`config.mk`:
```
export PLATFORM = sky130hd
export DESIGN_NAME = utf8_filename_sanitizer_core
export DESIGN_NICKNAME = d
export VERILOG_FILES = /design/src/hdl/ufs_pkg.sv /design/src/hdl/ufs_front.sv /design/src/hdl/ufs_queue.sv /design/src/hdl/ufs_back.sv /design/src/hdl/utf8_filename_sanitizer_core.sv
export SDC_FILE = /design/constraint.sdc
export NUM_CORES = 1
export LEC_CHECK = 0
export ABC_AREA = 1
export BUFFER_PORTS_ARGS = -buffer_cell sky130_fd_sc_hd__buf_2
export CELL_PAD_IN_SITES_DETAIL_PLACEMENT = 1
export CELL_PAD_IN_SITES_GLOBAL_PLACEMENT = 2
export CORE_MARGIN = 8
export CORE_UTILIZATION = 37
export CTS_CLUSTER_DIAMETER = 120
export DETAILED_ROUTE_END_ITERATION = 6
export PLACE_DENSITY = 0.85
export REMOVE_ABC_BUFFERS = 1
export SETUP_SLACK_MARGIN = 0.5
export SYNTH_ARGS = -nofsm -noshare
export SYNTH_HDL_FRONTEND = slang
export SYNTH_HIERARCHICAL = 1
export SYNTH_SLANG_ARGS = --single-unit
```
`constraint.sdc`:
```
create_clock -name clk -period 6.2 [get_ports clk]
set_clock_uncertainty 0.15 [all_clocks]
set_input_delay 1.24 -clock clk [delete_from_list [all_inputs] [get_ports clk]]
set_output_delay 1.24 -clock clk [all_outputs]
set_load 0.1 [all_outputs]
```
`src/hdl/ufs_pkg.sv`:
```
// ============================================================================
// ufs_pkg
// Shared types and constants of the UTF-8 filename sanitizer: the job record
// that travels from the front end to the output stage, and byte constants.
// ============================================================================
`default_nettype none

package ufs_pkg;

    // Masks for recognizing UTF-8 continuation bytes (10xxxxxx).
    localparam logic [7:0] CONT_MASK   = 8'hC0;
    localparam logic [7:0] CONT_TAG    = 8'h80;
    localparam logic [7:0] LIMIT_RESET = 8'd120;
    localparam logic [7:0] UNDERSCORE  = 8'h5F;
    localparam logic [7:0] CHAR_SPACE  = 8'h20;
    localparam logic [7:0] CHAR_DASH   = 8'h2D;
    localparam logic [7:0] CASE_OFFSET = 8'h20;

    // One accepted title byte, reduced to the bytes it releases.
    typedef struct packed {
        logic [3:0][7:0] bytes;     // codepoint bytes, first in bytes[0]
        logic [2:0]      nbytes;    // number of codepoint bytes, 0 to 4
        logic            uscore;    // an underscore goes before the bytes
        logic            untitled;  // emit the fallback stem
        logic            stem_end;  // last request of the stem
    } job_t;

    // Number of bytes announced by a UTF-8 lead byte, 0 if not a lead byte.
    function automatic logic [2:0] lead_length(input logic [7:0] b);
        logic [2:0] len;
        len = 3'd0;
        if ((b & 8'hE0) == 8'hC0) len = 3'd2;
        else if ((b & 8'hF0) == 8'hE0) len = 3'd3;
        else if ((b & 8'hF8) == 8'hF0) len = 3'd4;
        return len;
    endfunction

    // Bytes of the fallback stem "untitled".
    function automatic logic [7:0] fallback_char(input logic [2:0] idx);
        logic [7:0] c;
        case (idx)
            3'd0:    c = 8'h75; // u
            3'd1:    c = 8'h6E; // n
            3'd2:    c = 8'h74; // t
            3'd3:    c = 8'h69; // i
            3'd4:    c = 8'h74; // t
            3'd5:    c = 8'h6C; // l
            3'd6:    c = 8'h65; // e
            3'd7:    c = 8'h64; // d
            default: c = 8'h64;
        endcase
        return c;
    endfunction

endpackage

`default_nettype wire

```
`src/hdl/ufs_front.sv`:
```
// ============================================================================
// ufs_front
// Front end: accepts title bytes, collects UTF-8 sequences, applies the stem
// limit and turns each accepted item into at most one job for the queue.
// ============================================================================
`default_nettype none

module ufs_front (
    input  wire logic          clk,
    input  wire logic          rst_n,
    input  wire logic [7:0]    limit,
    input  wire logic          in_valid,
    output logic               in_stall,
    input  wire logic [7:0]    in_byte,
    input  wire logic          byte_present,
    input  wire logic          title_end,
    input  wire logic          q_full,
    output logic               push,
    output ufs_pkg::job_t      job
);

    logic [2:0][7:0] seq_buf_reg, seq_buf_next;
    logic [2:0]      seq_exp_reg, seq_exp_next;
    logic [1:0]      seq_held_reg, seq_held_next;
    logic            us_pend_reg, us_pend_next;
    logic            any_reg, any_next;
    logic [7:0]      count_reg, count_next;
    logic            cut_reg, cut_next;

    logic            accept;
    logic [7:0]      lc;
    logic            is_cont;
    logic [3:0][7:0] cp;
    logic [2:0]      keep_len;
    logic [2:0]      lead_len;
    logic [8:0]      cnt_a;
    logic [8:0]      limit9;
    logic            uscore;
    logic [2:0]      nbytes;

    assign accept   = in_valid && !q_full;
    assign in_stall = q_full;
    assign is_cont  = (in_byte & ufs_pkg::CONT_MASK) == ufs_pkg::CONT_TAG;
    assign lead_len = ufs_pkg::lead_length(in_byte);
    assign limit9   = {1'b0, limit};

    always_comb
    begin
        lc = in_byte;
        if (in_byte >= 8'h41 && in_byte <= 8'h5A) lc = in_byte + ufs_pkg::CASE_OFFSET;
    end

    always_comb
    begin
        seq_buf_next  = seq_buf_reg;
        seq_exp_next  = seq_exp_reg;
        seq_held_next = seq_held_reg;
        us_pend_next  = us_pend_reg;
        any_next      = any_reg;
        count_next    = count_reg;
        cut_next      = cut_reg;
        cp            = '0;
        keep_len      = 3'd0;
        uscore        = 1'b0;
        nbytes        = 3'd0;
        cnt_a         = {1'b0, count_reg};

        if (byte_present)
        begin
            if (seq_exp_reg != 3'd0 && is_cont)
            begin
                if ({1'b0, seq_held_reg} + 3'd1 >= seq_exp_reg)
                begin
                    // Sequence complete: held bytes followed by this one.
                    for (int k = 0; k < 3; k++)
                    begin
                        if (2'(k) < seq_held_reg) cp[k] = seq_buf_reg[k];
                        else if (2'(k) == seq_held_reg) cp[k] = in_byte;
                    end
                    if (seq_held_reg == 2'd3) cp[3] = in_byte;
                    keep_len      = {1'b0, seq_held_reg} + 3'd1;
                    seq_exp_next  = 3'd0;
                    seq_held_next = 2'd0;
                end
                else
                begin
                    seq_buf_next[seq_held_reg] = in_byte;
                    seq_held_next              = seq_held_reg + 2'd1;
                end
            end
            else
            begin
                // A broken sequence is dropped and this byte starts afresh.
                seq_exp_next  = 3'd0;
                seq_held_next = 2'd0;
                if (!in_byte[7])
                begin
                    if ((lc >= 8'h61 && lc <= 8'h7A) || (lc >= 8'h30 && lc <= 8'h39))
                    begin
                        cp[0]    = lc;
                        keep_len = 3'd1;
                    end
                    else if (lc == ufs_pkg::CHAR_SPACE || lc == ufs_pkg::CHAR_DASH ||
                             lc == ufs_pkg::UNDERSCORE)
                    begin
                        if (any_reg) us_pend_next = 1'b1;
                    end
                end
                else if (lead_len != 3'd0)
                begin
                    seq_buf_next[0] = in_byte;
                    seq_held_next   = 2'd1;
                    seq_exp_next    = lead_len;
                end
            end
        end

        if (keep_len != 3'd0)
        begin
            any_next     = 1'b1;
            us_pend_next = 1'b0;
            if (!cut_reg && us_pend_reg)
            begin
                if (cnt_a + 9'd1 <= limit9)
                begin
                    uscore = 1'b1;
                    cnt_a  = cnt_a + 9'd1;
                end
                else
                begin
                    cut_next = 1'b1;
                end
            end
            if (!cut_next)
            begin
                if (cnt_a + {6'd0, keep_len} <= limit9)
                begin
                    nbytes = keep_len;
                    cnt_a  = cnt_a + {6'd0, keep_len};
                end
                else
                begin
                    cut_next = 1'b1;
                end
            end
            count_next = cnt_a[7:0];
        end

        job.bytes    = cp;
        job.nbytes   = nbytes;
        job.uscore   = uscore;
        job.stem_end = title_end;
        job.untitled = title_end && (count_next == 8'd0);

        if (title_end)
        begin
            seq_exp_next  = 3'd0;
            seq_held_next = 2'd0;
            us_pend_next  = 1'b0;
            any_next      = 1'b0;
            count_next    = 8'd0;
            cut_next      = 1'b0;
        end
    end

    assign push = accept && (nbytes != 3'd0 || uscore || title_end);

    always_ff @(posedge clk or negedge rst_n)
    begin
        if (!rst_n)
        begin
            seq_exp_reg  <= 3'd0;
            seq_held_reg <= 2'd0;
            us_pend_reg  <= 1'b0;
            any_reg      <= 1'b0;
            count_reg    <= 8'd0;
            cut_reg      <= 1'b0;
        end
        else if (accept)
        begin
            seq_exp_reg  <= seq_exp_next;
            seq_held_reg <= seq_held_next;
            us_pend_reg  <= us_pend_next;
            any_reg      <= any_next;
            count_reg    <= count_next;
            cut_reg      <= cut_next;
        end
    end

    always_ff @(posedge clk)
    begin
        if (accept) seq_buf_reg <= seq_buf_next;
    end

    // A sequence in progress always holds fewer bytes than it announced.
    a_held_below_expected: assert property (@(posedge clk) disable iff (!rst_n)
        seq_exp_reg != 3'd0 |-> {1'b0, seq_held_reg} < seq_exp_reg)
        else $error("held byte count reached the expected length");

    // The end of a title returns the title state to its reset value.
    a_end_clears: assert property (@(posedge clk) disable iff (!rst_n)
        accept && title_end |=> count_reg == 8'd0 && !cut_reg && !any_reg &&
                                seq_exp_reg == 3'd0)
        else $error("title state not cleared after end of title");

endmodule

`default_nettype wire

```
`src/hdl/ufs_queue.sv`:
```
// ============================================================================
// ufs_queue
// Short job queue between the front end and the output stage.
// ============================================================================
`default_nettype none

module ufs_queue #(
    parameter int DEPTH = 4
) (
    input  wire logic          clk,
    input  wire logic          rst_n,
    input  wire logic          push,
    input  wire ufs_pkg::job_t wdata,
    output logic               full,
    input  wire logic          pop,
    output ufs_pkg::job_t      rdata,
    output logic               not_empty
);

    localparam int PW = (DEPTH > 1) ? $clog2(DEPTH) : 1;
    localparam int CW = $clog2(DEPTH + 1);

    ufs_pkg::job_t  slot_reg [DEPTH];
    logic [PW-1:0]  wr_ptr_reg, wr_ptr_next;
    logic [PW-1:0]  rd_ptr_reg, rd_ptr_next;
    logic [CW-1:0]  cnt_reg, cnt_next;

    assign full      = cnt_reg == CW'(DEPTH);
    assign not_empty = cnt_reg != '0;
    assign rdata     = slot_reg[rd_ptr_reg];

    always_comb
    begin
        wr_ptr_next = wr_ptr_reg;
        rd_ptr_next = rd_ptr_reg;
        cnt_next    = cnt_reg;
        if (push)
            wr_ptr_next = (wr_ptr_reg == PW'(DEPTH - 1)) ? '0 : wr_ptr_reg + PW'(1);
        if (pop)
            rd_ptr_next = (rd_ptr_reg == PW'(DEPTH - 1)) ? '0 : rd_ptr_reg + PW'(1);
        if (push && !pop) cnt_next = cnt_reg + CW'(1);
        else if (pop && !push) cnt_next = cnt_reg - CW'(1);
    end

    always_ff @(posedge clk or negedge rst_n)
    begin
        if (!rst_n)
        begin
            wr_ptr_reg <= '0;
            rd_ptr_reg <= '0;
            cnt_reg    <= '0;
        end
        else
        begin
            wr_ptr_reg <= wr_ptr_next;
            rd_ptr_reg <= rd_ptr_next;
            cnt_reg    <= cnt_next;
        end
    end

    always_ff @(posedge clk)
    begin
        if (push) slot_reg[wr_ptr_reg] <= wdata;
    end

    a_no_overflow: assert property (@(posedge clk) disable iff (!rst_n)
        push |-> !full)
        else $error("job pushed into a full queue");

    a_no_underflow: assert property (@(posedge clk) disable iff (!rst_n)
        pop |-> not_empty)
        else $error("job popped from an empty queue");

endmodule

`default_nettype wire

```
`src/hdl/ufs_back.sv`:
```
// ============================================================================
// ufs_back
// Output stage: walks the head job one byte per cycle, while out_stall is
// low, into the output register and retires the job with its last byte.
// ============================================================================
`default_nettype none

module ufs_back (
    input  wire logic          clk,
    input  wire logic          rst_n,
    input  wire ufs_pkg::job_t head,
    input  wire logic          head_valid,
    output logic               pop,
    output logic               out_valid,
    input  wire logic          out_stall,
    output logic [7:0]         out_byte,
    output logic               out_present,
    output logic               stem_end
);

    logic [2:0] idx_reg, idx_next;
    logic       valid_reg;
    logic [7:0] byte_reg;
    logic       present_reg;
    logic       end_reg;

    logic       load;
    logic       take;
    logic       last;
    logic [3:0] total;
    logic [2:0] idx_m1;
    logic [7:0] sel_byte;

    assign load  = !valid_reg || !out_stall;
    assign take  = head_valid && load;
    assign total = head.untitled ? 4'd8 : {3'd0, head.uscore} + {1'b0, head.nbytes};
    assign last  = (total == 4'd0) || ({1'b0, idx_reg} + 4'd1 == total);
    assign pop   = take && last;
    assign idx_m1 = idx_reg - 3'd1;

    always_comb
    begin
        if (head.untitled) sel_byte = ufs_pkg::fallback_char(idx_reg);
        else if (head.uscore && idx_reg == 3'd0) sel_byte = ufs_pkg::UNDERSCORE;
        else if (head.uscore) sel_byte = head.bytes[idx_m1[1:0]];
        else sel_byte = head.bytes[idx_reg[1:0]];
    end

    always_comb
    begin
        idx_next = idx_reg;
        if (take) idx_next = last ? 3'd0 : idx_reg + 3'd1;
    end

    always_ff @(posedge clk or negedge rst_n)
    begin
        if (!rst_n)
        begin
            idx_reg   <= 3'd0;
            valid_reg <= 1'b0;
        end
        else
        begin
            idx_reg <= idx_next;
            if (load) valid_reg <= head_valid;
        end
    end

    always_ff @(posedge clk)
    begin
        if (take)
        begin
            byte_reg    <= (total == 4'd0) ? 8'd0 : sel_byte;
            present_reg <= total != 4'd0;
            end_reg     <= head.stem_end && last;
        end
    end

    assign out_valid   = valid_reg;
    assign out_byte    = byte_reg;
    assign out_present = present_reg;
    assign stem_end    = end_reg;

    // A job partly sent stays at the head of the queue until its last byte.
    a_job_held: assert property (@(posedge clk) disable iff (!rst_n)
        idx_reg != 3'd0 |-> head_valid)
        else $error("job left the queue before all of its bytes were sent");

    // A bare end marker carries no byte and always closes the stem.
    a_marker_closes: assert property (@(posedge clk) disable iff (!rst_n)
        valid_reg && !present_reg |-> end_reg)
        else $error("byte-less request that does not end the stem");

endmodule

`default_nettype wire

```
`src/hdl/utf8_filename_sanitizer_core.sv`:
```
// ============================================================================
// utf8_filename_sanitizer_core
// Turns a title, fed one byte per request, into a filename stem: lowercase
// ASCII letters, digits, single underscores and whole UTF-8 codepoints, cut
// on a codepoint boundary at the programmed stem limit, "untitled" if empty.
// ============================================================================
//
//   Channel   Direction  Handshake              Payload
//   --------  ---------  ---------------------  ---------------------------------
//   in        sink       in_valid / in_stall    in_byte, byte_present, title_end
//   out       source     out_valid / out_stall  out_byte, out_present, stem_end
//   cfg       sink       cfg_valid / cfg_ready  stem_limit
//
// The front end takes one input request per cycle while the job queue has
// room. Each request releases 0 to 5 stem bytes (8 for the fallback stem, one
// bare marker for an empty end); the output stage sends one per cycle while
// out_stall is low. The first result of an item passes through the job queue
// and then the output register before it is offered.
// Reset is asynchronous and active low; the stem limit returns to 120 and no
// clearing pass is needed. Output stalls fill the queue and then raise
// in_stall; the output register and the queue keep both sides busy otherwise.
// ============================================================================
`default_nettype none

module utf8_filename_sanitizer_core #(
    parameter int QUEUE_DEPTH = 4
) (
    input  wire logic       clk,
    input  wire logic       rst_n,

    input  wire logic       in_valid,
    output logic            in_stall,
    input  wire logic [7:0] in_byte,
    input  wire logic       byte_present,
    input  wire logic       title_end,

    output logic            out_valid,
    input  wire logic       out_stall,
    output logic [7:0]      out_byte,
    output logic            out_present,
    output logic            stem_end,

    input  wire logic       cfg_valid,
    output logic            cfg_ready,
    input  wire logic [7:0] stem_limit
);

    // Stem limit register. The user must issue writes only while the block is idle;
    // the block itself does not enforce this, since cfg_ready is held high.
    logic [7:0] limit_reg;

    ufs_pkg::job_t push_job;
    ufs_pkg::job_t head_job;
    logic          push;
    logic          q_full;
    logic          head_valid;
    logic          pop;

    assign cfg_ready = 1'b1;

    always_ff @(posedge clk or negedge rst_n)
    begin
        if (!rst_n)
            limit_reg <= ufs_pkg::LIMIT_RESET;
        else if (cfg_valid && cfg_ready)
            limit_reg <= stem_limit;
    end

    // Front end: sequence collection, separator folding and limit checks.
    ufs_front u_front (
        .clk          (clk),
        .rst_n        (rst_n),
        .limit        (limit_reg),
        .in_valid     (in_valid),
        .in_stall     (in_stall),
        .in_byte      (in_byte),
        .byte_present (byte_present),
        .title_end    (title_end),
        .q_full       (q_full),
        .push         (push),
        .job          (push_job)
    );

    // Jobs waiting for the output stage.
    ufs_queue #(
        .DEPTH (QUEUE_DEPTH)
    ) u_queue (
        .clk       (clk),
        .rst_n     (rst_n),
        .push      (push),
        .wdata     (push_job),
        .full      (q_full),
        .pop       (pop),
        .rdata     (head_job),
        .not_empty (head_valid)
    );

    // Output stage: one stem byte per cycle while out_stall is low.
    ufs_back u_back (
        .clk         (clk),
        .rst_n       (rst_n),
        .head        (head_job),
        .head_valid  (head_valid),
        .pop         (pop),
        .out_valid   (out_valid),
        .out_stall   (out_stall),
        .out_byte    (out_byte),
        .out_present (out_present),
        .stem_end    (stem_end)
    );

endmodule

`default_nettype wire
```
======== Word level (Yosys, flattened, before mapping) ========
Memory sizes are Yosys's and may differ from the RTL's.
Cells that the tools add are included.
storage, ports and cells
  flip-flop bits (word level) ............. 69
  bits in writable memories ............... 152
  bits in read-only memories .............. 40
  output and inout port bits .............. 13
  logic and storage cells ................. 207
  memories ................................ 2
memory list
  name              depth  width  rd ports  clocked after Yosys merged registers in  wr ports  RTL line         source
  u_queue.slot_reg  4      38     1         0                                        1         ufs_queue.sv:23  ufs_pkg::job_t slot_reg [DEPTH];
  (no name shown)   8      5      1         0                                        0         ufs_pkg.sv:41    case (idx)
operators by class
  $add $sub $neg .......................... 13
  magnitude comparators ................... 16
  equal/unequal tests ..................... 19
  multiplexer cells ....................... 86
  bitwise operators ....................... 1
  reduce and logical (&&, ||, !) cells .... 52
operators with widths
  kind                   number
  $mux W8                25
  $mux W32               2
  $mux W3                19
  $bmux W8 S2            2
  $mux W9                3
  $bwmux W24             1
  $mux W1                24
  $mux W24               1
  $reduce_bool A3 Y1     8
  $le A9 B8 Y1           2
  $demux W8 S2           1
  $eq A8 B6 Y1 const B   2
  $ge A8 B7 Y1 const B   2
  $le A8 B7 Y1 const B   2
  $logic_and A1 B1 Y1    15
  $mux W2                7
  $reduce_bool A2 Y1     5
  $add A8 B1 Y9 const B  1
  $add A9 B3 Y9          1
  $lt A2 B3 Y1 const B   3
  $ne A3 B3 Y1 const B   3
  $add A8 B6 Y8 const B  1
  $eq A2 B2 Y1 const B   4
  $eq A8 B7 Y1 const B   1
  other kinds (35)       52

======== Logic depth before layout (Yosys ltp) ========
Gate-level depths: netlist (run 1).
  word-level depth ........................ 25
  mapped depth ............................ 45
  depth with buffers taken out ............ 43

======== Hierarchy ========
Netlist (run 1), hierarchy kept.
by module, submodules not included
  module                        times used  cells each  area each (sq um)  seq. area each (sq um)
  ufs_queue                     1           496         6401.1             4739.5
  ufs_front                     1           476         3728.6             1121.1
  ufs_back                      1           236         1473.9             400.4
  utf8_filename_sanitizer_core  1           36          321.6              205.2

======== Least setup slack after synthesis (run 1) ========
Ideal clock, no wire load.
  kind .................................... input to register
  start point ............................. input in_byte[5]
  end point ............................... memory u_queue/slot_reg[0][0] (netlist name), enable pin
  setup time .............................. 0.393 ns
  arrival time ............................ 6.019 ns
  required time ........................... 5.657 ns
  setup slack ............................. -0.361 ns
  stages on the path ...................... 27
  cells stage by stage .................... clkinv_1 -> ha_1 -> nand4_1 -> nand2_1 -> nand3_1 -> nand3_2 -> nand2_1 -> nand3_2 -> inv_1 -> ha_1 -> fa_1 -> a21oi_1 -> o21ai_0 -> nand2_1 -> inv_1 -> ha_1 -> a21oi_1 -> o21ai_0 -> o21ai_0 -> nand2_1 -> a21o_1 -> a21oi_4 -> nand2_4 -> buf_12 -> a31oi_1 -> nand2_1 -> inv_1
between the ends
  cells in the longest elaborated chain, start to end .. 21
RTL lines
  what                                                 RTL line                            source
  start, declared                                      utf8_filename_sanitizer_core.sv:33  input wire logic [7:0] in_byte,
  $ge A8 B7 Y1 / $le A8 B7 Y1 (equally long branches)  ufs_front.sv:50                     if (in_byte >= 8'h41 && in_byte <= 8'h5A) lc = in_byte + ufs_pkg::CASE_OFFSET;
  $logic_and A1 B1 Y1                                  ufs_front.sv:50
  $mux W8 (*)                                          ufs_front.sv:50
  $ge A8 B7 Y1 (tied with other cells)                 ufs_front.sv:98                     if ((lc >= 8'h61 && lc <= 8'h7A) || (lc >= 8'h30 && lc <= 8'h39))
  $logic_and A1 B1 Y1                                  ufs_front.sv:98
  $logic_or A1 B1 Y1 (*)                               ufs_front.sv:98
  $mux W1 (*)                                          ufs_front.sv:98
  $mux W3 (*)                                          ufs_front.sv:96                     if (!in_byte[7])
  [5 not listed]                                       n/a
  $mux W3                                              ufs_front.sv:134                    if (!cut_next)
  $mux W3                                              ufs_front.sv:118                    if (keep_len != 3'd0)
  $reduce_bool A3 Y1                                   ufs_front.sv:166                    assign push = accept && (nbytes != 3'd0 || uscore || title_end);
  $logic_or A1 B1 Y1 (*) (2 in a row)                  ufs_front.sv:166
  $logic_and A1 B1 Y1 (*)                              ufs_front.sv:166
  via push                                             utf8_filename_sanitizer_core.sv:54  logic push;
  $mux W1 (*)                                          ufs_queue.sv:63                     if (push) slot_reg[wr_ptr_reg] <= wdata;
  $mux W1 (implied by the code) (*)                    ufs_queue.sv:63
  end, declared                                        ufs_queue.sv:23
Mark *: on every way through the listed nets, which the timed path passes. The rest lies on a longest branch.

======== Worst setup path in the final report (run 1) ========
  start point ............................. register u_front.count_reg[0]
  end point ............................... register u_queue.cnt_reg[2]
between the ends
  cells in the longest elaborated chain, start to end .. 17
RTL lines
  what                                 RTL line                            source
  start, declared                      ufs_front.sv:27                     logic [7:0] count_reg, count_next;
  start signal, assigned               ufs_front.sv:185                    count_reg <= count_next;
  $add A8 B1 Y9                        ufs_front.sv:124, ufs_front.sv:127
  $le A9 B8 Y1                         ufs_front.sv:124                    if (cnt_a + 9'd1 <= limit9)
  $mux W9                              ufs_front.sv:124
  $mux W9                              ufs_front.sv:122                    if (!cut_reg && us_pend_reg)
  $mux W9                              ufs_front.sv:118
  $add A9 B3 Y9                        ufs_front.sv:136                    if (cnt_a + {6'd0, keep_len} <= limit9)
  $le A9 B8 Y1                         ufs_front.sv:136
  $mux W3                              ufs_front.sv:136
  $mux W3                              ufs_front.sv:134
  $mux W3                              ufs_front.sv:118
  $reduce_bool A3 Y1                   ufs_front.sv:166
  $logic_or A1 B1 Y1 (*) (2 in a row)  ufs_front.sv:166
  $logic_and A1 B1 Y1 (*)              ufs_front.sv:166
  via push                             utf8_filename_sanitizer_core.sv:54
  $logic_not A1 Y1                     ufs_queue.sv:42                     else if (pop && !push) cnt_next = cnt_reg - CW'(1);
  $logic_and A1 B1 Y1                  ufs_queue.sv:42
  $reduce_bool A2 Y1 (no line)         n/a
  end signal, assigned                 ufs_queue.sv:57                     cnt_reg <= cnt_next;
  end, declared                        ufs_queue.sv:26                     logic [CW-1:0] cnt_reg, cnt_next;
Mark *: on every way through the listed nets, which the timed path passes. The rest lies on a longest branch. The select of a mux whose other input is x is not followed.
A chain may end at the register's enable or synchronous reset.

==> results of run 1 <==
## cell type report
class	count	area [um2]
sequential	221	6470
clock buffer	37	691
clock inverter	7	93.8
fill	3526	17800
tap	402	503
timing repair buffer	90	641
inverter	195	739
multi-input combinational	778	4720
## logic make-up (layout without fill, tap and decap cells)
| logic type | count (synthesis) | count (layout) | synth area share [%] |
|---|---|---|---|
| AO/OA/AOI/OAI | 197 | 197 | 10.9 |
| AND/OR/NAND/NOR | 522 | 522 | 20.3 |
| buffers and inverters | 245 | 329 | 8.79 |
| multiplexers | 5 | 5 | 0.420 |
| adder cells (fa/ha/maj) | 44 | 44 | 4.74 |
| flip-flops | 221 | 221 | 54.2 |
| other | 2 | 2 | 0.0630 |
| XOR/XNOR | 8 | 8 | 0.588 |
## worst reg2reg max path, delay by kind of cell (launching register included)
family / cells / cell delay (ns)
buffers and inverters: 6 / 0.38
xor gates and xnor gates: 2 / 0.36
AOI/OAI and AO/OA: 5 / 0.75
DFF: 1 / 0.41
adders and majority gates: 6 / 1.51
and+or+nand+nor: 18 / 1.48
muxes: 1 / 0.25
## stage by stage
stage	cell area [um2]	TNS, ns	setup slack, ns	instances
3_3_place_gp	12600	0	0.132	1663
2_1_floorplan	11600	-44.61	-0.294	1194
6_report	13900	0	0.788	1730
3_5_place_dp	12600	0	0.0132	1663
4_1_cts	13600	0	0.505	1718
5_1_grt	13900	0	0.423	1730
## worst max path at each step
stage | slack [ns] | endpoint | cells after the start
after floorplan | -0.29 | u_queue/slot_reg[0][0]$_DFFE_PP_ | 26
after global placement | 0.13 | u_queue/cnt_reg[2]$_DFFE_PN0P_ | 32
after detailed placement | 0.01 | u_queue/cnt_reg[2]$_DFFE_PN0P_ | 32
after CTS | 0.51 | u_queue/cnt_reg[2]$_DFFE_PN0P_ | 37
after global routing | 0.42 | u_queue/slot_reg[3][1]$_DFFE_PP_ | 37
final | 0.79 | u_queue/cnt_reg[2]$_DFFE_PN0P_ | 38
## routing by layer
layer | vias to the layer above | track usage [%] | share of wire (%)
li1 | 4308 | - | -
met1 | 4240 | 19.6 | 44
met2 | 130 | 27.7 | 50
met3 | 51 | 2.06 | 3.4
met4 | 0 | 3.96 | 2.4
met5 | - | 0 | 0
## repair_timing
action,4_1_cts,5_1_grt
buffers inserted,11,12
gates cloned,0,0
gates resized for setup,24,41
endpoints found under the setup margin,163,170
pin swaps,10,20
## cells in the final DEF, fill, tap and decap left out, types with 10 or more instances in the layout
cell type / synthesis / final
nand2_1: 310 / 306
edfxtp_1: 186 / 186
inv_1: 171 / 164
o211ai_1: 79 / 79
nand3_1: 72 / 71
nor2_1: 58 / 55
buf_4: 7 / 52
o21ai_0: 40 / 36
buf_2: 23 / 34
ha_1: 42 / 33
dfrtp_1: 31 / 27
a21oi_1: 31 / 27
nand2_2: 22 / 26
clkbuf_16: 0 / 25
inv_2: 19 / 24
o21ai_1: 16 / 19
nand3_2: 11 / 11
clkbuf_1: 13 / 10
nand4_1: 10 / 10
## power by group
group	total [uW]	internal [uW]	switching (uW)	leakage, uW
registers	1940	1840	92.1	0.00224
logic	2430	686	1740	0.00335
clock network	1420	852	569	0.000377
==> results.py, run 1 <==
metrics = {
    "synthesis": {
        "synthArstFlopShare_pct": 15.8,
        "synth_common_cells": "nand2_1 (310), edfxtp_1 (186), inv_1 (171)",
        "synth_seq_cells": 221,
        "synth.avg_cell_area_um2": 9.59,
        "yosysMostFrequentCell": "nand2_1",
        "syn_inst": 1244,
        "yosysUniqueCellTypes": 56,
        "syn_area_um2": 11900,
        "synth-warning-count": 6,
        "yosysTopAreaCell": "edfxtp_1",
        "synth_top_cell_area_share_pct": 46.8,
        "synth.area.top_cells": "edfxtp_1 (47%), nand2_1 (9.8%), dfrtp_1 (6.5%)",
        "synth-main-ff-cell": "edfxtp_1",
        "synth_seq_area_share_pct": 54.2,
        "synth_edf_count": 186,
    },
    "worst_hold_path": {
        "hold_start": "limit_reg[4]$_DFFE_PN1P_",
        "min_to": "limit_reg[4]$_DFFE_PN1P_",
        "hold_path_class": "reg -> reg",
        "hold_depth": 2,
    },
    "place": {
        "gp_congestion": 0.835,
        "io_buffers": 34,
        "dp_hpwl_um": 21000,
    },
    "clock_network": {
        "cts_buffer_depth": 3,
        "cts_root_buf": "clkbuf_16",
        "insertion_delay_ns": 0.52,
        "cts_sinks": 221,
        "holdBufCountCts": 0,
        "clkTransAtPathRegs_ns": 0.06,
        "cts.htree.levels": 1,
        "cts_tree": "yes",
        "cts_made_buffers": 24,
    },
    "detailed_routing": {
        "drtAntennaViolNets": 0,
        "drt_iter0_drc": 436,
        "totalWireLength_um": 30300,
        "vias_per_cell": 5.05,
        "drcViolationCount": 0,
        "first_pass_iters": 4,
        "route.vias.total": 8729,
        "detail_route.wl_per_cell_um": 17.5,
    },
    "finish": {
        "nets": 1377,
        "drive_above_1_share_pct": 19.7,
        "final_util_pct": 43.8,
        "antenna_cells": 0,
        "area_growth_pct": 16.2,
        "largest_reg_flops": 152,
    },
    "power_and_ir_drop": {
        "peakVddDrop_mv": 0.214,
        "cellPowerDensity_nw_per_um2": 418,
        "leakagePower_uw": 0.00597,
        "power_uw": 5790,
    },
    "global_route": {
        "grt_pass1_wl_um": 48100,
        "grt_max_degree": 81,
        "grt_antenna_before_repair": 0,
        "grt_pass1_vias": 9008,
        "grt_overflow": 0,
        "grt_usage_pct": 15.6,
    },
    "sta": {
        "fmax_mhz": 185,
        "grt_setup_unrepaired": "false",
        "min_period_ns": 5.41,
        "worst_pin_slew_ns": 0.960,
        "maxSlewViolCount": 0,
        "timing.hold.ws_ns": 0.309,
        "max_slew_margin_pct": 35.5,
        "min_period_over_period_pct": 87.3,
        "setup_violations": 0,
        "hold_viol": 0,
    },
    "setup_path": {
        "cp.required_ns": 6.45,
        "r2r_cells": 38,
        "critPathLaunchType": "flop",
        "r2r-end": "u_queue/cnt_reg[2]$_DFFE_PN0P_",
        "slowest_delay_ns": 0.41,
        "crit_slowest_cell": "dfrtp_2",
        "critical-path-top-delay-family": "adder cells",
        "crit_buf_inv": 6,
        "r2r_setup_slack_ns": 0.79,
        "critPathLaunch": "u_front/count_reg[0]$_DFFE_PN0P_",
        "path_class": "reg -> reg",
        "cp-end-kind": "flop",
        "cp.arrival_ns": 5.66,
        "crit_path_max_fanout": 5,
        "path_common_cell": "nand2_1",
        "regToRegStartpoint": "u_front/count_reg[0]$_DFFE_PN0P_",
    },
    "run": {
        "maxCapViolations": 0,
    },
    "run_status": {
        "status": "finished clean",
    },
    "floorplan": {
        "die_y_um": 196,
        "num_rows": 65,
        "die_x_um": 196,
        "start_util_pct": 37.7,
        "ios": 36,
        "die_area_um2": 38200,
        "core-area_um2": 31600,
    },
}
Note: power is estimated with default switching activity, not from simulation.
==> run 2, diff against run 1 <==
--- a/config.mk
+++ b/config.mk
@@ -5,15 +5,15 @@
 export SDC_FILE = /design/constraint.sdc
 export NUM_CORES = 1
 export LEC_CHECK = 0
-export ABC_AREA = 1
 export BUFFER_PORTS_ARGS = -buffer_cell sky130_fd_sc_hd__buf_2
 export CELL_PAD_IN_SITES_DETAIL_PLACEMENT = 1
 export CELL_PAD_IN_SITES_GLOBAL_PLACEMENT = 2
+export CORE_ASPECT_RATIO = 2
 export CORE_MARGIN = 8
-export CORE_UTILIZATION = 37
+export CORE_UTILIZATION = 41
 export CTS_CLUSTER_DIAMETER = 120
 export DETAILED_ROUTE_END_ITERATION = 6
-export PLACE_DENSITY = 0.85
+export PLACE_DENSITY = 0.84
 export REMOVE_ABC_BUFFERS = 1
 export SETUP_SLACK_MARGIN = 0.5
 export SYNTH_ARGS = -nofsm -noshare
==> run 2 against run 1 <==
Effect of this change:
- the flow now finishes with violations (negative setup slack)
- cell area up 10%
- register-to-register slack worse by 1.7 ns
- non-clock buffer count up 162
- critical path type unchanged
==> results.py, run 2 <==
metrics = {
    "run_status": {
        "status": "complete, but fails checks",
        "violations": "negative setup slack",
    },
    "sta": {
        "worst_pin_slew_ns": 0.977,
        "fin_ws_ns": -0.957,
        "grt_setup_unrepaired": "true",
        "min_period_over_period_pct": 115,
        "max_slew_margin_pct": 34.8,
        "fmax_mhz": 140,
        "hold_viol": 0,
        "maxSlewViolCount": 0,
        "setup_violations": 182,
        "timing.hold.ws_ns": 0.374,
        "tns_ns": -146.19,
        "min_period_ns": 7.16,
    },
    "detailed_routing": {
        "drt_iter0_drc": 620,
        "vias_per_cell": 6.06,
        "route.vias.total": 8358,
        "totalWireLength_um": 41700,
        "detail_route.wl_per_cell_um": 30.2,
        "first_pass_iters": 5,
        "drcViolationCount": 0,
        "drtAntennaViolNets": 0,
    },
    "setup_path": {
        "crit_path_max_fanout": 6,
        "critical-path-top-delay-family": "compound AO/OA/AOI/OAI gates",
        "slowest_delay_ns": 0.46,
        "path_class": "reg -> reg",
        "critPathLaunchType": "flop",
        "cp.required_ns": 6.29,
        "crit_slowest_cell": "dfrtp_2",
        "cp.arrival_ns": 7.24,
        "cp-end-kind": "flop",
        "crit_buf_inv": 7,
    },
    "finish": {
        "antenna_cells": 0,
        "drive_above_1_share_pct": 43.3,
        "fill_cells": 2609,
        "instances_no_fill": 1380,
        "largest_reg_flops": 152,
        "nets": 1081,
        "multi_input_area_um2": 4910,
        "final_cell_mix": "edfxtp_1 (186), buf_4 (142), mux4_2 (50), nor2_1 (41), nand2_1 (41)",
        "area_growth_pct": 34.5,
        "regArea_um2": 6470,
        "final_common_cell": "edfxtp_1",
    },
    "synthesis": {
        "synth_common_cells": "edfxtp_1 (186), mux4_2 (50), nor2_1 (47)",
        "synth_top_cell_area_share_pct": 49.1,
        "synthArstFlopShare_pct": 15.8,
        "synth.avg_cell_area_um2": 14.4,
        "synth_seq_area_share_pct": 56.9,
        "yosysTopAreaCell": "edfxtp_1",
        "synth_edf_count": 186,
        "yosysUniqueCellTypes": 92,
        "yosysMostFrequentCell": "edfxtp_1",
        "syn_area_um2": 11400,
        "synth_seq_cells": 221,
        "synth.area.top_cells": "edfxtp_1 (49%), mux4_2 (9.9%), dfrtp_1 (6.8%)",
        "synth-warning-count": 6,
        "syn_inst": 789,
        "synth-main-ff-cell": "edfxtp_1",
    },
    "clock_network": {
        "cts.htree.levels": 1,
        "clkTransAtPathRegs_ns": 0.07,
        "cts_root_buf": "clkbuf_16",
        "cts_made_buffers": 21,
        "cts_sinks": 221,
        "cts_buffer_depth": 3,
        "holdBufCountCts": 0,
        "insertion_delay_ns": 0.52,
        "cts_tree": "yes",
    },
    "global_route": {
        "grt_max_degree": 40,
        "grt_usage_pct": 22.7,
        "grt_antenna_before_repair": 1,
        "grt_pass1_wl_um": 57200,
        "grt_pass1_vias": 9237,
        "grt_overflow": 0,
    },
    "power_and_ir_drop": {
        "cellPowerDensity_nw_per_um2": 388,
        "power_uw": 5940,
        "peakVddDrop_mv": 0.274,
        "leakagePower_uw": 0.00594,
    },
    "floorplan": {
        "core-area_um2": 27400,
        "die_y_um": 252,
        "die_area_um2": 33600,
        "ios": 36,
        "start_util_pct": 41.4,
        "num_rows": 86,
        "die_x_um": 134,
    },
    "worst_hold_path": {
        "hold_path_class": "reg -> reg",
    },
    "place": {
        "gp_congestion": 0.939,
        "pre_cts_slack_ns": -1.07,
        "dp_hpwl_um": 23100,
        "dp_cells": 1254,
        "io_buffers": 34,
    },
    "run": {
        "maxCapViolations": 0,
    },
}
run 2: path summary, 6_finish.rpt:
path | start | cells after the start | end | slack [ns]
worst max register to register | u_front/count_reg[3]$_DFFE_PN0P_ | 32 | u_queue/slot_reg[2][17]$_DFFE_PP_ | -0.96
min in group asynchronous | rst_n | 1 | u_back/idx_reg[1]$_DFFE_PN0P_ | 0.72
worst min register to register | u_queue/cnt_reg[2]$_DFFE_PN0P_ | 1 | u_queue/cnt_reg[2]$_DFFE_PN0P_ | 0.37
max in group asynchronous | rst_n | 1 | u_front/count_reg[3]$_DFFE_PN0P_ | 4.47
worst min-delay path | u_queue/cnt_reg[2]$_DFFE_PN0P_ | 1 | u_queue/cnt_reg[2]$_DFFE_PN0P_ | 0.37
worst max-delay path | u_front/count_reg[3]$_DFFE_PN0P_ | 32 | u_queue/slot_reg[2][17]$_DFFE_PP_ | -0.96
run 2: cell type report:
type                       count  share of cell area [%]
inverter                      29                   0.712
multi-input combinational    489                    32.1
timing repair buffer         252                    17.5
sequential                   221                    42.3
tap                          352                    2.88
clock buffer                  24                    3.64
clock inverter                13                   0.810
run 2: logic make-up after synthesis:
logic type	count (synthesis)	synth area share, %
buf+inv	79	3.97
simple gates	193	8.89
compound gates	145	9.71
mux	80	13.5
fa+ha+maj	44	4.97
xor+xnor	25	1.99
other cells	2	0.0660
flops	221	56.9
run 2: routing by layer:
layer / track usage (%) / vias to the layer above / part of all wire (%)
met2: 44.6 / 370 / 57
li1: - / 3521 / -
met4: 17.0 / 2 / 8.1
met5: 0 / - / 0.029
met1: 20.2 / 4281 / 31
met3: 2.93 / 184 / 4.0
run 2: what timing repair did:
action,4_1_cts,5_1_grt
pin swaps,26,41
gates resized for setup,109,42
endpoints found under the setup margin,182,182
setup buffers,44,23
hold endpoints to repair,0,0
gates cloned,22,0
run 2: power by group:
part | total [uW] | switching, uW | leakage, uW | internal [uW]
registers | 1970 | 122 | 0.00216 | 1850
logic | 2630 | 1460 | 0.00344 | 1170
clock network | 1340 | 603 | 0.000340 | 734
run 2: through the flow:
stage               utilization, %  instance area (um2)
global route                  55.7                15300
CTS                           53.9                14800
global placement              46.2                12700
detailed placement            46.2                12700
finish                        55.7                15300
floorplan                        -                11000
==> run 3, diff against run 2 <==
--- a/config.mk
+++ b/config.mk
@@ -13,6 +13,7 @@
 export CORE_UTILIZATION = 41
 export CTS_CLUSTER_DIAMETER = 120
 export DETAILED_ROUTE_END_ITERATION = 6
+export GPL_TIMING_DRIVEN = 0
 export PLACE_DENSITY = 0.84
 export REMOVE_ABC_BUFFERS = 1
 export SETUP_SLACK_MARGIN = 0.5
==> run 3 against run 2 <==
Effect of this change:
- the run still ends with negative setup slack left
- count of clock-buffer cells in the layout unchanged
- first-iteration DRC count decreased by 35%
- cell area decreased by 9.5%
- critical path type unchanged
- cell count decreased by 9.9%
- largest cell class unchanged
- via count decreased by 12%
- clock power decreased by 5%
- routed wire length decreased by 24%
==> results.py, run 3 (synthesis gave the netlist of run 2 again) <==
metrics = {
    "finish": {
        "nets": 945,
        "largest_reg_flops": 152,
        "drive_above_1_share_pct": 35.3,
        "final_cell_mix": "edfxtp_1 (186), mux4_2 (50), buf_4 (50), nor2_1 (42), nand2_1 (41)",
        "antenna_cells": 0,
        "area_growth_pct": 21.7,
        "finish.instance_area_um2": 13800,
        "final_util_pct": 50.4,
        "final_common_cell": "edfxtp_1",
    },
    "sta": {
        "max_slew_margin_pct": 14.3,
        "min_period_over_period_pct": 111,
        "grt_setup_unrepaired": "true",
        "maxSlewViolCount": 0,
        "fmax_mhz": 145,
        "fin_ws_ns": -0.707,
        "worst_pin_slew_ns": 1.28,
        "setup_violations": 170,
        "min_period_ns": 6.91,
        "hold_viol": 0,
    },
    "setup_path": {
        "r2r_setup_slack_ns": -0.71,
        "crit_slowest_cell": "dfrtp_2",
        "r2r_cells": 31,
        "cp-end-kind": "flop",
        "critPathLaunchType": "flop",
        "cp.required_ns": 6.27,
        "slowest_delay_ns": 0.48,
        "r2r-end": "u_queue/slot_reg[1][7]$_DFFE_PP_",
        "path_common_cell": "buf_4",
        "critPathLaunch": "u_front/count_reg[0]$_DFFE_PN0P_",
        "regToRegStartpoint": "u_front/count_reg[0]$_DFFE_PN0P_",
        "cp.arrival_ns": 6.98,
        "crit_path_max_fanout": 8,
        "path_class": "reg -> reg",
        "crit_end": "u_queue/slot_reg[1][7]$_DFFE_PP_",
    },
    "power_and_ir_drop": {
        "power_uw": 5450,
        "cellPowerDensity_nw_per_um2": 394,
        "peakVddDrop_mv": 0.185,
        "leakagePower_uw": 0.00505,
    },
    "place": {
        "pre_cts_slack_ns": -2.93,
        "dp_hpwl_um": 19900,
        "io_buffers": 34,
        "dpl_cell_area_um2": 11700,
        "gp_congestion": 0.815,
    },
    "detailed_routing": {
        "drcViolationCount": 0,
        "vias_per_cell": 5.93,
        "totalWireLength_um": 31700,
        "route.vias.total": 7371,
        "drt_iter0_drc": 404,
        "first_pass_iters": 4,
        "drtAntennaViolNets": 0,
        "detail_route.wl_per_cell_um": 25.5,
    },
    "floorplan": {
        "ios": 36,
        "core-area_um2": 27400,
        "die_area_um2": 33600,
        "die_x_um": 134,
        "die_y_um": 252,
        "num_rows": 86,
        "start_util_pct": 41.4,
    },
    "clock_network": {
        "cts_made_buffers": 20,
        "clkTransAtPathRegs_ns": 0.07,
        "cts_buffer_depth": 3,
        "cts_sinks": 221,
        "cts.htree.levels": 1,
        "cts_tree": "yes",
        "insertion_delay_ns": 0.51,
        "cts_root_buf": "clkbuf_16",
    },
    "run": {
        "maxCapViolations": 0,
    },
    "global_route": {
        "grt_antenna_before_repair": 1,
        "grt_pass1_wl_um": 46700,
        "grt_overflow": 0,
        "grt_usage_pct": 18.1,
        "grt_max_degree": 42,
        "grt_pass1_vias": 8029,
    },
    "worst_hold_path": {
        "hold_path_class": "reg -> reg",
        "hold_depth": 1,
        "hold_start": "u_queue/cnt_reg[2]$_DFFE_PN0P_",
    },
    "run_status": {
        "status": "complete, but fails checks",
        "violations": "negative setup slack",
    },
}
-- run 3: final cells by class --
type | instances | area, um2
inverter | 29 | 109
timing repair buffer | 117 | 1180
tap | 352 | 440
multi-input combinational | 489 | 4960
fill | 2652 | 13600
clock inverter | 12 | 130
sequential | 221 | 6480
clock buffer | 24 | 537
-- run 3: critical path: cells and delay by family (launching register included) --
kind / cells / cell delay (ns)
simple gates: 10 / 1.97
compound gates: 9 / 1.64
buf+inv: 6 / 0.88
fa+ha+maj: 3 / 0.84
xor+xnor: 3 / 0.65
flops: 1 / 0.48
-- run 3: timing repair --
| item | 4_1_cts | 5_1_grt |
|---|---|---|
| pin swaps | 36 | 31 |
| cloned | 4 | 6 |
| endpoints found under the setup margin | 182 | 182 |
| endpoints found under the hold margin | 0 | 0 |
| resized for setup | 89 | 34 |
| setup buffers | 49 | 19 |
| hold buffers | 0 | 0 |
-- run 3: routing by layer --
| metal | track usage, % | up-vias | routed length [um] | share of wire, % |
|---|---|---|---|---|
| met5 | 0 | - | 8 | 0.025 |
| li1 | - | 3245 | - | - |
| met2 | 36.9 | 189 | 18500 | 58 |
| met1 | 16.8 | 3831 | 10300 | 32 |
| met3 | 1.85 | 104 | 886 | 2.8 |
| met4 | 9.42 | 2 | 2090 | 6.6 |
-- run 3: how the worst min path moves through the flow --
stage,to,slack [ns]
floorplan,u_queue/cnt_reg[2]$_DFFE_PN0P_,0.30
global placement,u_queue/cnt_reg[2]$_DFFE_PN0P_,0.32
detailed placement,u_back/out_valid$_DFFE_PN0N_,0.35
CTS,u_back/out_valid$_DFFE_PN0N_,0.37
global route,u_queue/cnt_reg[2]$_DFFE_PN0P_,0.38
finish,u_queue/cnt_reg[2]$_DFFE_PN0P_,0.37
-- run 3: metrics by stage --
step,TNS (ns),hold WS [ns],cells
after global placement,-601.24,0.315,1125
after floorplan,-227.23,0.299,739
after global routing,-139.07,0.379,1244
final,-104.85,0.369,1244
after detailed placement,-447.20,0.349,1130
after CTS,-87.65,0.366,1219
-- run 3: power breakdown --
part | switching (uW) | total [uW] | internal (uW)
Sequential | 235 | 2080 | 1850
Clock | 557 | 1270 | 711
Combinational | 1160 | 2100 | 939
